[src/prime_count_above_threshold_core_defines.svh]
// Assertion macros shared by the prime count RTL.
// Each macro samples on clk and is disabled while rst is high.
`ifndef PRIME_COUNT_ABOVE_THRESHOLD_CORE_DEFINES_SVH
`define PRIME_COUNT_ABOVE_THRESHOLD_CORE_DEFINES_SVH

// Same-cycle implication.
`define PCAT_ASSERT_NOW(label, ante, cons) \
  label: assert property (@(posedge clk) disable iff (rst) (ante) |-> (cons)) \
    else $error("pcat assertion failed");

// Next-cycle implication.
`define PCAT_ASSERT_NEXT(label, ante, cons) \
  label: assert property (@(posedge clk) disable iff (rst) (ante) |=> (cons)) \
    else $error("pcat assertion failed");

`endif

[src/pcat_pkg.sv]
// Shared types and constants for the prime count block.
// Used by pcat_div, pcat_ctrl, pcat_dp and the top level; no dependencies.
package pcat_pkg;

  localparam int VALUE_W   = 32;
  localparam int CNT_W     = 11;
  localparam int DIVD_W    = 31;  // dividend: positive values only reach the divider
  localparam int DIVR_W    = 16;  // divisors stay below 46350
  localparam int SQ_W      = 2 * DIVR_W;
  localparam int DIV_STEPS = (DIVD_W + 1) / 2;  // two quotient bits per cycle
  localparam int STEP_W    = $clog2(DIV_STEPS);

  localparam logic [CNT_W-1:0]  MAX_ITEMS  = CNT_W'(1024);
  localparam logic [DIVR_W-1:0] BASE_INIT  = DIVR_W'(5);
  localparam logic [DIVR_W-1:0] BASE_INCR  = DIVR_W'(6);
  localparam logic [DIVR_W-1:0] PAIR_OFFS  = DIVR_W'(2);
  localparam logic [DIVR_W-1:0] DIV_THREE  = DIVR_W'(3);

  typedef enum logic [2:0] {
    ST_IDLE,
    ST_CLASSIFY,
    ST_WAIT3,
    ST_SQ,
    ST_CMP,
    ST_WAIT_LO,
    ST_WAIT_HI,
    ST_DONE
  } state_t;

  typedef enum logic [1:0] {
    DSRC_THREE,
    DSRC_BASE,
    DSRC_BASE2
  } div_src_t;

  typedef struct packed {
    logic     load;        // take a new item
    logic     div_start;   // launch a remainder
    div_src_t div_src;
    logic     init_base;   // base = 5
    logic     sq_load;     // sq = base * base
    logic     base_step;   // base += 6
    logic     verdict_we;
    logic     verdict;     // 1 = prime
    logic     commit;      // write result register and update count
  } cmd_t;

  typedef struct packed {
    logic le1;
    logic le3;
    logic even;
    logic div_done;
    logic rem_zero;
    logic sq_gt;
    logic out_free;
  } status_t;

endpackage

[src/pcat_div.sv]
// Iterative remainder unit: 31-bit dividend by 16-bit divisor, two bits a cycle.
// Depends on pcat_pkg.
module pcat_div (
  input  logic                         clk,
  input  logic                         rst,
  input  logic                         start,
  input  logic [pcat_pkg::DIVD_W-1:0]  dividend,
  input  logic [pcat_pkg::DIVR_W-1:0]  divisor,
  output logic                         busy,
  output logic                         done,
  output logic                         rem_zero
);

  logic [2*pcat_pkg::DIV_STEPS-1:0] sh;
  logic [pcat_pkg::DIVR_W-1:0]      rem;
  logic [pcat_pkg::DIVR_W-1:0]      dvs;
  logic [pcat_pkg::STEP_W-1:0]      cnt;
  logic [pcat_pkg::DIVR_W-1:0]      rem_next;

  always_comb begin
    logic [pcat_pkg::DIVR_W:0]   t1;
    logic [pcat_pkg::DIVR_W:0]   t2;
    logic [pcat_pkg::DIVR_W-1:0] r1;
    t1 = {rem, sh[2*pcat_pkg::DIV_STEPS-1]};
    if (t1 >= {1'b0, dvs}) begin
      t1 = t1 - {1'b0, dvs};
    end
    r1 = t1[pcat_pkg::DIVR_W-1:0];
    t2 = {r1, sh[2*pcat_pkg::DIV_STEPS-2]};
    if (t2 >= {1'b0, dvs}) begin
      t2 = t2 - {1'b0, dvs};
    end
    rem_next = t2[pcat_pkg::DIVR_W-1:0];
  end

  always_ff @(posedge clk) begin
    if (rst) begin
      busy <= 1'b0;
      done <= 1'b0;
      cnt  <= '0;
    end else if (start) begin
      busy <= 1'b1;
      done <= 1'b0;
      cnt  <= '0;
    end else if (busy) begin
      cnt <= cnt + pcat_pkg::STEP_W'(1);
      if (cnt == pcat_pkg::STEP_W'(pcat_pkg::DIV_STEPS - 1)) begin
        busy <= 1'b0;
        done <= 1'b1;
      end
    end else begin
      done <= 1'b0;
    end
  end

  always_ff @(posedge clk) begin
    if (start) begin
      sh  <= (2*pcat_pkg::DIV_STEPS)'(dividend);
      rem <= '0;
      dvs <= divisor;
    end else if (busy) begin
      sh  <= sh << 2;
      rem <= rem_next;
    end
  end

  assign rem_zero = (rem == '0);

endmodule

[src/pcat_ctrl.sv]
// Sequencer for the trial division: classify, test by 3, then 6k-1 / 6k+1 pairs.
// Depends on pcat_pkg; drives pcat_dp through cmd_t and reads status_t.
module pcat_ctrl (
  input  logic               clk,
  input  logic               rst,
  input  logic               item_valid,
  output logic               item_ready,
  input  pcat_pkg::status_t  status,
  output pcat_pkg::cmd_t     cmd
);

  pcat_pkg::state_t state, state_next;

  always_ff @(posedge clk) begin
    if (rst) begin
      state <= pcat_pkg::ST_IDLE;
    end else begin
      state <= state_next;
    end
  end

  always_comb begin
    state_next = state;
    case (state)
      pcat_pkg::ST_IDLE: begin
        if (item_valid) state_next = pcat_pkg::ST_CLASSIFY;
      end
      pcat_pkg::ST_CLASSIFY: begin
        if (status.le1 || status.le3 || status.even) begin
          state_next = pcat_pkg::ST_DONE;
        end else begin
          state_next = pcat_pkg::ST_WAIT3;
        end
      end
      pcat_pkg::ST_WAIT3: begin
        if (status.div_done) begin
          state_next = status.rem_zero ? pcat_pkg::ST_DONE : pcat_pkg::ST_SQ;
        end
      end
      pcat_pkg::ST_SQ: state_next = pcat_pkg::ST_CMP;
      pcat_pkg::ST_CMP: begin
        state_next = status.sq_gt ? pcat_pkg::ST_DONE : pcat_pkg::ST_WAIT_LO;
      end
      pcat_pkg::ST_WAIT_LO: begin
        if (status.div_done) begin
          state_next = status.rem_zero ? pcat_pkg::ST_DONE : pcat_pkg::ST_WAIT_HI;
        end
      end
      pcat_pkg::ST_WAIT_HI: begin
        if (status.div_done) begin
          state_next = status.rem_zero ? pcat_pkg::ST_DONE : pcat_pkg::ST_SQ;
        end
      end
      pcat_pkg::ST_DONE: begin
        if (status.out_free) state_next = pcat_pkg::ST_IDLE;
      end
      default: state_next = pcat_pkg::ST_IDLE;
    endcase
  end

  always_comb begin
    cmd        = '0;
    cmd.div_src = pcat_pkg::DSRC_THREE;
    item_ready = 1'b0;
    case (state)
      pcat_pkg::ST_IDLE: begin
        item_ready = 1'b1;
        cmd.load   = item_valid;
      end
      pcat_pkg::ST_CLASSIFY: begin
        // two and three are prime, other evens and anything below two are not
        if (status.le1) begin
          cmd.verdict_we = 1'b1;
        end else if (status.le3) begin
          cmd.verdict_we = 1'b1;
          cmd.verdict    = 1'b1;
        end else if (status.even) begin
          cmd.verdict_we = 1'b1;
        end else begin
          cmd.div_start = 1'b1;
          cmd.init_base = 1'b1;
        end
      end
      pcat_pkg::ST_WAIT3: begin
        cmd.verdict_we = status.div_done && status.rem_zero;
      end
      pcat_pkg::ST_SQ: cmd.sq_load = 1'b1;
      pcat_pkg::ST_CMP: begin
        if (status.sq_gt) begin
          cmd.verdict_we = 1'b1;
          cmd.verdict    = 1'b1;
        end else begin
          cmd.div_start = 1'b1;
          cmd.div_src   = pcat_pkg::DSRC_BASE;
        end
      end
      pcat_pkg::ST_WAIT_LO: begin
        if (status.div_done) begin
          if (status.rem_zero) begin
            cmd.verdict_we = 1'b1;
          end else begin
            cmd.div_start = 1'b1;
            cmd.div_src   = pcat_pkg::DSRC_BASE2;
          end
        end
      end
      pcat_pkg::ST_WAIT_HI: begin
        if (status.div_done) begin
          cmd.verdict_we = status.rem_zero;
          cmd.base_step  = !status.rem_zero;
        end
      end
      pcat_pkg::ST_DONE: cmd.commit = status.out_free;
      default: ;
    endcase
  end

endmodule

[src/pcat_dp.sv]
// Datapath: item and threshold registers, divisor base and square, remainder
// unit, batch counter and result register. Depends on pcat_pkg, pcat_div and
// prime_count_above_threshold_core_defines.svh.
`include "prime_count_above_threshold_core_defines.svh"

module pcat_dp (
  input  logic                                clk,
  input  logic                                rst,
  input  pcat_pkg::cmd_t                      cmd,
  output pcat_pkg::status_t                   status,
  input  logic signed [pcat_pkg::VALUE_W-1:0] value,
  input  logic                                last,
  input  logic                                threshold_we,
  input  logic signed [pcat_pkg::VALUE_W-1:0] threshold,
  output logic                                result_valid,
  input  logic                                result_ready,
  output logic                                qualifies,
  output logic [pcat_pkg::CNT_W-1:0]          running_count,
  output logic                                last_out
);

  logic signed [pcat_pkg::VALUE_W-1:0] value_r;
  logic                                last_r;
  logic signed [pcat_pkg::VALUE_W-1:0] thresh;
  logic [pcat_pkg::DIVR_W-1:0]         base;
  logic [pcat_pkg::SQ_W-1:0]           sq;
  logic                                verdict;
  logic [pcat_pkg::CNT_W-1:0]          count;
  logic [pcat_pkg::DIVR_W-1:0]         divisor;
  logic                                div_busy;
  logic                                div_done;
  logic                                rem_zero;
  logic                                q;
  logic [pcat_pkg::CNT_W-1:0]          count_next;

  always_ff @(posedge clk) begin
    if (cmd.load) begin
      value_r <= value;
      last_r  <= last;
    end
    if (cmd.init_base) begin
      base <= pcat_pkg::BASE_INIT;
    end else if (cmd.base_step) begin
      base <= base + pcat_pkg::BASE_INCR;
    end
    if (cmd.sq_load) sq <= base * base;
    if (cmd.verdict_we) verdict <= cmd.verdict;
  end

  always_ff @(posedge clk) begin
    if (rst) begin
      thresh <= '0;
    end else if (threshold_we) begin
      thresh <= threshold;
    end
  end

  always_comb begin
    case (cmd.div_src)
      pcat_pkg::DSRC_BASE:  divisor = base;
      pcat_pkg::DSRC_BASE2: divisor = base + pcat_pkg::PAIR_OFFS;
      default:              divisor = pcat_pkg::DIV_THREE;
    endcase
  end

  pcat_div u_div (
    .clk      (clk),
    .rst      (rst),
    .start    (cmd.div_start),
    .dividend (value_r[pcat_pkg::DIVD_W-1:0]),
    .divisor  (divisor),
    .busy     (div_busy),
    .done     (div_done),
    .rem_zero (rem_zero)
  );

  assign status.le1      = (value_r <= 32'sd1);
  assign status.le3      = (value_r <= 32'sd3);
  assign status.even     = ~value_r[0];
  assign status.div_done = div_done;
  assign status.rem_zero = rem_zero;
  assign status.sq_gt    = (sq > pcat_pkg::SQ_W'(value_r));
  assign status.out_free = !result_valid || result_ready;

  // saturate at the batch limit
  assign q          = verdict && (value_r > thresh);
  assign count_next = (q && count < pcat_pkg::MAX_ITEMS) ?
                      count + pcat_pkg::CNT_W'(1) : count;

  always_ff @(posedge clk) begin
    if (rst) begin
      count        <= '0;
      result_valid <= 1'b0;
    end else if (cmd.commit) begin
      count        <= last_r ? '0 : count_next;
      result_valid <= 1'b1;
    end else if (result_ready) begin
      result_valid <= 1'b0;
    end
  end

  always_ff @(posedge clk) begin
    if (cmd.commit) begin
      qualifies     <= q;
      running_count <= count_next;
      last_out      <= last_r;
    end
  end

  `PCAT_ASSERT_NOW(a_commit_free, cmd.commit, !result_valid || result_ready)
  `PCAT_ASSERT_NOW(a_count_limit, 1'b1, count <= pcat_pkg::MAX_ITEMS)
  `PCAT_ASSERT_NEXT(a_batch_clear, cmd.commit && last_r, count == '0)
  `PCAT_ASSERT_NOW(a_div_idle, cmd.div_start, !div_busy && !cmd.commit)

endmodule

[src/prime_count_above_threshold_core.sv]
// Prime count above threshold: one item in flight, tested by trial division.
// Values below 5 or even are decided at classification without division; others
// are tested by three, then by 6k-1 / 6k+1 divisor pairs (two remainders per
// pair) until the square of the base exceeds the value or a remainder is zero.
// Throughput: the next item is taken once the result is in the output register.
// Reset (rst, synchronous): threshold 0, batch count 0, no result pending.
module prime_count_above_threshold_core (
  input  logic                                clk,
  input  logic                                rst,
  input  logic                                item_valid,
  output logic                                item_ready,
  input  logic signed [pcat_pkg::VALUE_W-1:0] value,
  input  logic                                last,
  input  logic                                threshold_we,
  input  logic signed [pcat_pkg::VALUE_W-1:0] threshold,
  output logic                                result_valid,
  input  logic                                result_ready,
  output logic                                qualifies,
  output logic [pcat_pkg::CNT_W-1:0]          running_count,
  output logic                                last_out
);

  pcat_pkg::cmd_t    cmd;
  pcat_pkg::status_t status;

  pcat_ctrl u_ctrl (
    .clk        (clk),
    .rst        (rst),
    .item_valid (item_valid),
    .item_ready (item_ready),
    .status     (status),
    .cmd        (cmd)
  );

  pcat_dp u_dp (
    .clk           (clk),
    .rst           (rst),
    .cmd           (cmd),
    .status        (status),
    .value         (value),
    .last          (last),
    .threshold_we  (threshold_we),
    .threshold     (threshold),
    .result_valid  (result_valid),
    .result_ready  (result_ready),
    .qualifies     (qualifies),
    .running_count (running_count),
    .last_out      (last_out)
  );

endmodule
[config.mk]
export PLATFORM = sky130hd
export DESIGN_NAME = prime_count_above_threshold_core
export DESIGN_NICKNAME = d
export VERILOG_FILES = /design/src/pcat_pkg.sv /design/src/pcat_div.sv /design/src/pcat_ctrl.sv /design/src/pcat_dp.sv /design/src/prime_count_above_threshold_core.sv
export VERILOG_INCLUDE_DIRS = /design/src /design/src/src
export SDC_FILE = /design/constraint.sdc
export NUM_CORES = 1
export LEC_CHECK = 0
export BUFFER_PORTS_ARGS = -buffer_cell sky130_fd_sc_hd__buf_2
export CAP_MARGIN = 20
export CELL_PAD_IN_SITES_DETAIL_PLACEMENT = 0
export CELL_PAD_IN_SITES_GLOBAL_PLACEMENT = 1
export CORE_ASPECT_RATIO = 1.2
export CORE_MARGIN = 10
export CORE_UTILIZATION = 50
export DETAILED_ROUTE_END_ITERATION = 12
export HOLD_SLACK_MARGIN = 0.1
export PLACE_DENSITY_LB_ADDON = 0.1
export SKIP_LAST_GASP = 1
export SLEW_MARGIN = 20
export SYNTH_ARGS = -nofsm -noshare
export SYNTH_HDL_FRONTEND = slang
export SYNTH_SLANG_ARGS = --single-unit
[constraint.sdc]
create_clock -name clk -period 8.71 [get_ports clk]
set_input_delay 0.871 -clock clk [delete_from_list [all_inputs] [get_ports clk]]
set_output_delay 0.871 -clock clk [all_outputs]
set_load 0.005 [all_outputs]
; ---- Word level (Yosys, flattened, before mapping)
; Index checks and enable logic that the tools add are counted.
; Widths: inputs -> output; s select.
[word_totals]
reg_bits = 212
inputBits = 70
output_inout_bits = 15
wordCells = 111
[op_classes]
add_sub_neg = 6
multipliers = 1
order_cmp = 7
eq_ne = 14
n_mux = 46
bitwise_logic = 2
n_reduce_logical = 16
[op_table]
columns = op, count
row1 = $gt 32x32->1, 2
row2 = $mux 31, 2
row3 = $ge 17x16->1, 2
row4 = $le 32x2->1 const B, 1
row5 = $le 32x3->1 const B, 1
row6 = $mul 16x16->32, 1
row7 = $mux 16, 2
row8 = $pmux 16 s2, 1
row9 = $sub 16x16->16, 2
row10 = $mux 3, 9
row11 = $mux 1, 22
row12 = $mux 11, 2
row13 = $pmux 3 s7, 1
row14 = $add 16x2->16 const B, 1
row15 = $add 16x3->16 const B, 1
row16 = $logic_not 16->1, 1
row17 = $eq 3x3->1 const B, 4
row18 = $add 11x1->11 const B, 1
row19 = $lt 11x11->1 const B, 1
row20 = $eq 3x2->1 const B, 2
row21 = $mux 2, 3
row22 = $ne 2x1->1 const B, 3
row23 = $pmux 1 s5, 1
row24 = $add 4x1->4 const B, 1
row25 = other kinds (17), 25

; ---- Logic depth before layout (Yosys ltp)
[logic_depth]
word_depth = 6
ltp_mapped = 26
mapped_depth_nobuf = 24

; ---- Cells and area by module
; Synthesis repeated with hierarchy kept, for this count alone.
[unflattened]
hier_cells = 2004
hier_area_um2 = 19326.0
[by_module_without_submodules]
columns = module, n_inst, cells_per_inst, area_per_inst_um2, seq_area_each_um2
row1 = pcat_dp, 1, 1484, 14083.5, 3493.4
row2 = pcat_div, 1, 464, 4859.7, 1871.8
row3 = pcat_ctrl, 1, 56, 382.9, 60.1

; ---- Worst setup path before layout
; OpenSTA, ideal clock, no wires.
[synth_timing]
kind = register -> register
from = register u_dp.base[6] in the netlist's numbering
to = register u_dp.sq[29] in the netlist's numbering, data pin
setup_time_ns = 0.259
arrival_time_ns = 6.258
required_ns = 8.451
path_slack_ns = 2.193
path_stages_with_launch = 23
path_buffers = 2
synth_period_minus_slack_ns = 6.517
path_cell_list = dfxtp_1 clkbuf_1 clkbuf_1 nand2_1 fa_1 inv_1 fa_1 fa_1 fa_1 fa_1 inv_1 fa_1 inv_1 ha_1 a21oi_1 nand2_1 a21oi_1 inv_1 o311ai_1 a21oi_1 a21o_1 o41a_1 xor2_1
[synth_between]
elab_chain_len = 1
[synth_rtl]
columns = element, line_no
row1 = "start, declared", pcat_dp.sv:25  ; logic [pcat_pkg::DIVR_W-1:0] base;
row2 = "start signal, assigned", pcat_dp.sv:42  ; base <= pcat_pkg::BASE_INIT;
row3 = "start signal, assigned", pcat_dp.sv:44  ; base <= base + pcat_pkg::BASE_INCR;
row4 = $mul 16x16->32, pcat_dp.sv:46  ; if (cmd.sq_load) sq <= base * base;
row5 = "end signal, assigned", pcat_dp.sv:46
row6 = "end, declared", pcat_dp.sv:26  ; logic [pcat_pkg::SQ_W-1:0] sq;
; No other way between the ends.
; A chain may end at the register's enable or synchronous reset.

; ---- Worst setup path in the final report
[layout_timing]
from = register u_dp.base[2] in the netlist's numbering
to = register u_dp.sq[30] in the netlist's numbering, data pin
; The elaborated chain is that of the path after synthesis.

==> flow_summary.yaml <==
floorplanning:
  core_sq_mm: 0.0376
  initial_core_util_pct: 50.4
  rows: 78
  die_w_um: 198
  fp.dieH_um: 233
  dieArea_sq_mm: 0.0461
  pin_count: 85
critical_path:
  rr_endpoint: "u_dp.sq[30]"
  r2r_slack_ns: 1.35
  rr_worst_depth: 21
  slowest_stage: "dfxtp_1"
  cp-start-kind: "flip-flop"
  crit_type: "reg2reg"
  critical_path_arrival_ns: 7.65
  crit_path_end: "u_dp.sq[30]"
  crit_required_ns: 9.00
  crit_family: "adder cells"
  max_stage_delay_ns: 0.69
  cp.depth: 21
  worst-path-buf-inv: 5
  startpoint: "u_dp.base[2]"
  worstPathCellList: "clkinv_1 -> nor2_1 -> inv_1 -> fa_1 -> inv_1 -> fa_1 -> fa_1 -> fa_1 -> fa_1 -> inv_1 -> fa_1 -> inv_1 -> ha_1 -> a21oi_1 -> nor2b_1 -> o21a_1 -> a311oi_1 -> o31ai_1 -> a211oi_1 -> o211ai_1 -> xor2_1"
  r2r_start: "u_dp.base[2]"
  crit_fanout: 16
  cp-end-kind: "flip-flop"
  path_common_cell: "fa_1"
timing:
  worst_clock_skew_ns: 0.0252
  finalSetupViolations: 0
  max_freq_ghz: 0.136
  period_minus_slack_ns: 7.36
  period_share_pct: 84.5
  worst_slew_pin_slew_ns: 0.980
  tns_ns: 0
  setup_ws_ns: 1.35
  finalHoldViolCount: 0
  drv_slew: 0
  relSlewSlack_pct: 34.7
  rsz0062_at_grt: "false"
synth:
  synth-seq-cells: 208
  synth_warnings: 0
  synthesis.nets: 2450
  synth_cells: 2010
  ys.flop_type: "edfxtp_1"
  synth_cell_types: 71
  synth_mux_area_share_pct: 3.11
  async_reset_ff_share_pct: 0
  synth_top_family_by_area: "adder cells"
  synthAdderAreaFrac_pct: 31.0
  synth_edf_count: 123
  syn_avg_cell_area_sq_um: 9.42
  synth_area_sq_mm: 0.0189
  yosysSeqAreaShare_pct: 28.5
  synth_compound_area_share_pct: 12.1
  yosys.area_share.simple_pct: 12.4
  synthXorXnorAreaFrac_pct: 4.07
global_route:
  grt_first_pass_wirelength_um: 75800
  grt_pass1_vias: 14521
  grt_max_degree: 62
  gr-total-overflow: 0
  grt_use_total_pct: 20.4
  antenna_found_initial: 0
clock_tree:
  clock_latency_ns: 0.55
  hold_buffers: 0
  htreeDepth: 1
  clock_sinks: 208
  cts.clk_slew.worst_paths_ns: 0.06
  cts-root-buf: "clkbuf_16"
  cts_buffer_depth: 3
  ctsResizeCount: 0
  cts_setup_buffers: 0
  cts_tree: "done"
  numCtsBuffers: 24
placed_design:
  portBuffers: 84
  dp.cells: 2521
  dp_hpwl_um: 36800
  pre_cts_slack_ns: 1.45
  gp_congestion: 0.870
routing:
  vias: 13983
  wirelength_um: 45900
  drt-pass1-iter-count: 5
  ant_nets: 0
  routedWlPerCell_um: 17.9
  drc: 0
  drt_iter0_drc: 654
  via_per_inst: 5.45
layout:
  final_cell_mix: "inv_1 (358), ha_1 (204), fa_1 (166), nor2_1 (144), nand2_1 (128)"
  num_antenna_cells: 0
  nets: 2507
  final_common_cell: "inv_1"
  finalCoreUtilization_pct: 55.0
  area_growth_pct: 9.16
  drive_gt1_share_pct: 7.39
  stdcell_count: 2565
  fill_cells: 3456
pwr:
  power.leakage_uw: 0.00981
  p_per_area_mw_per_mm2: 302
  ir_worst_vdd_uv: 166
  p_total_uw: 6250
outcome:
  status: "finished clean"
run:
  cap_violations: 0
worst_hold_path:
  worstHoldPathType: "in2reg"
==> Yosys cell counts, drive strengths merged, types with 5 or more instances <==
master | instances | area, sq um
mux2 | 7 | 78.8
nor4 | 18 | 113
a221oi | 7 | 61.3
nand4 | 28 | 175
edfxtp | 123 | 3690
buf | 15 | 81.3
nand2 | 128 | 480
clkbuf | 53 | 199
o22ai | 5 | 31.3
dfxtp | 85 | 1700
a311oi | 6 | 58.8
a21oi | 115 | 583
inv | 360 | 1350
a21o | 38 | 285
xnor2 | 64 | 561
o211ai | 9 | 67.6
o21bai | 7 | 52.6
ha | 204 | 2550
fa | 166 | 3320
nor3 | 24 | 120
and2 | 30 | 188
and3 | 17 | 106
a211oi | 13 | 97.6
a211o | 6 | 52.6
or2 | 7 | 43.8
a31oi | 11 | 68.8
nor2b | 23 | 151
xor2 | 24 | 210
nor2 | 144 | 541
o21ai | 83 | 415
mux2i | 51 | 510
nand2b | 18 | 113
nand3 | 37 | 185
or3 | 6 | 37.5
o21a | 14 | 105
clkinv | 6 | 22.5
a41oi | 5 | 43.8
==> per-stage QoR <==
step	hold WS, ns	area (sq um)
final	0.495	20700
after global routing	0.478	20700
after CTS	0.463	20700
after detailed placement	0.483	19800
after global placement	0.477	19800
after floorplan	0.449	18900
==> area by class of cell <==
| type | count | area, sq um | share of cell area (%) |
|---|---|---|---|
| Multi-Input combinational cell | 1368 | 11900 | 57.6 |
| Timing Repair Buffer | 99 | 533 | 2.58 |
| Clock inverter | 6 | 134 | 0.648 |
| Inverter | 366 | 1370 | 6.65 |
| Tap cell | 480 | 601 | 2.91 |
| Clock buffer | 38 | 726 | 3.51 |
| Sequential cell | 208 | 5400 | 26.1 |
==> registers in the layout, indices dropped and copies added (netlist names), 3 cells and up <==
signal	cells
u_dp.base	15
u_dp.sq	30
u_dp.running_count	11
u_dp.u_div.rem	16
u_dp.count	11
u_dp.u_div.dvs	15
u_dp.thresh	32
u_dp.u_div.sh	32
u_dp.u_div.cnt	4
u_dp.value_r	32
u_ctrl.state	3
==> kinds of logic after synthesis <==
family                     Yosys count
DFF                                208
buffers and inverters              434
and+or+nand+nor                    493
adders and majority gates          370
muxes                               58
xor gates and xnor gates            88
AOI/OAI and AO/OA                  359
==> report_power, final <==
part	switching (uW)	internal [uW]
Clock	418	666
Combinational	2080	1440
Sequential	244	1400
Total	2740	3500
==> routing by layer <==
layer  vias to the layer above  global-route usage [%]  wire [um]
met5                         -                       0          0
met4                         0                    5.41        996
met3                        49                    1.67       1380
met2                       193                    37.0      23800
met1                      6876                    25.4      19700
li1                       6865                       -          -
==> how the worst min path moves through the flow <==
| stage | from | endpoint | depth (start not counted) |
|---|---|---|---|
| after floorplan | u_dp.last_r | u_dp.last_out | 0 |
| after global placement | u_dp.thresh[15] | u_dp.thresh[15] | 2 |
| after detailed placement | u_dp.thresh[27] | u_dp.thresh[27] | 2 |
| after CTS | value[8] | u_dp.value_r[8] | 1 |
| after global routing | value[18] | u_dp.value_r[18] | 1 |
| final | value[8] | u_dp.value_r[8] | 1 |
Power figures use the tool's default switching activity.
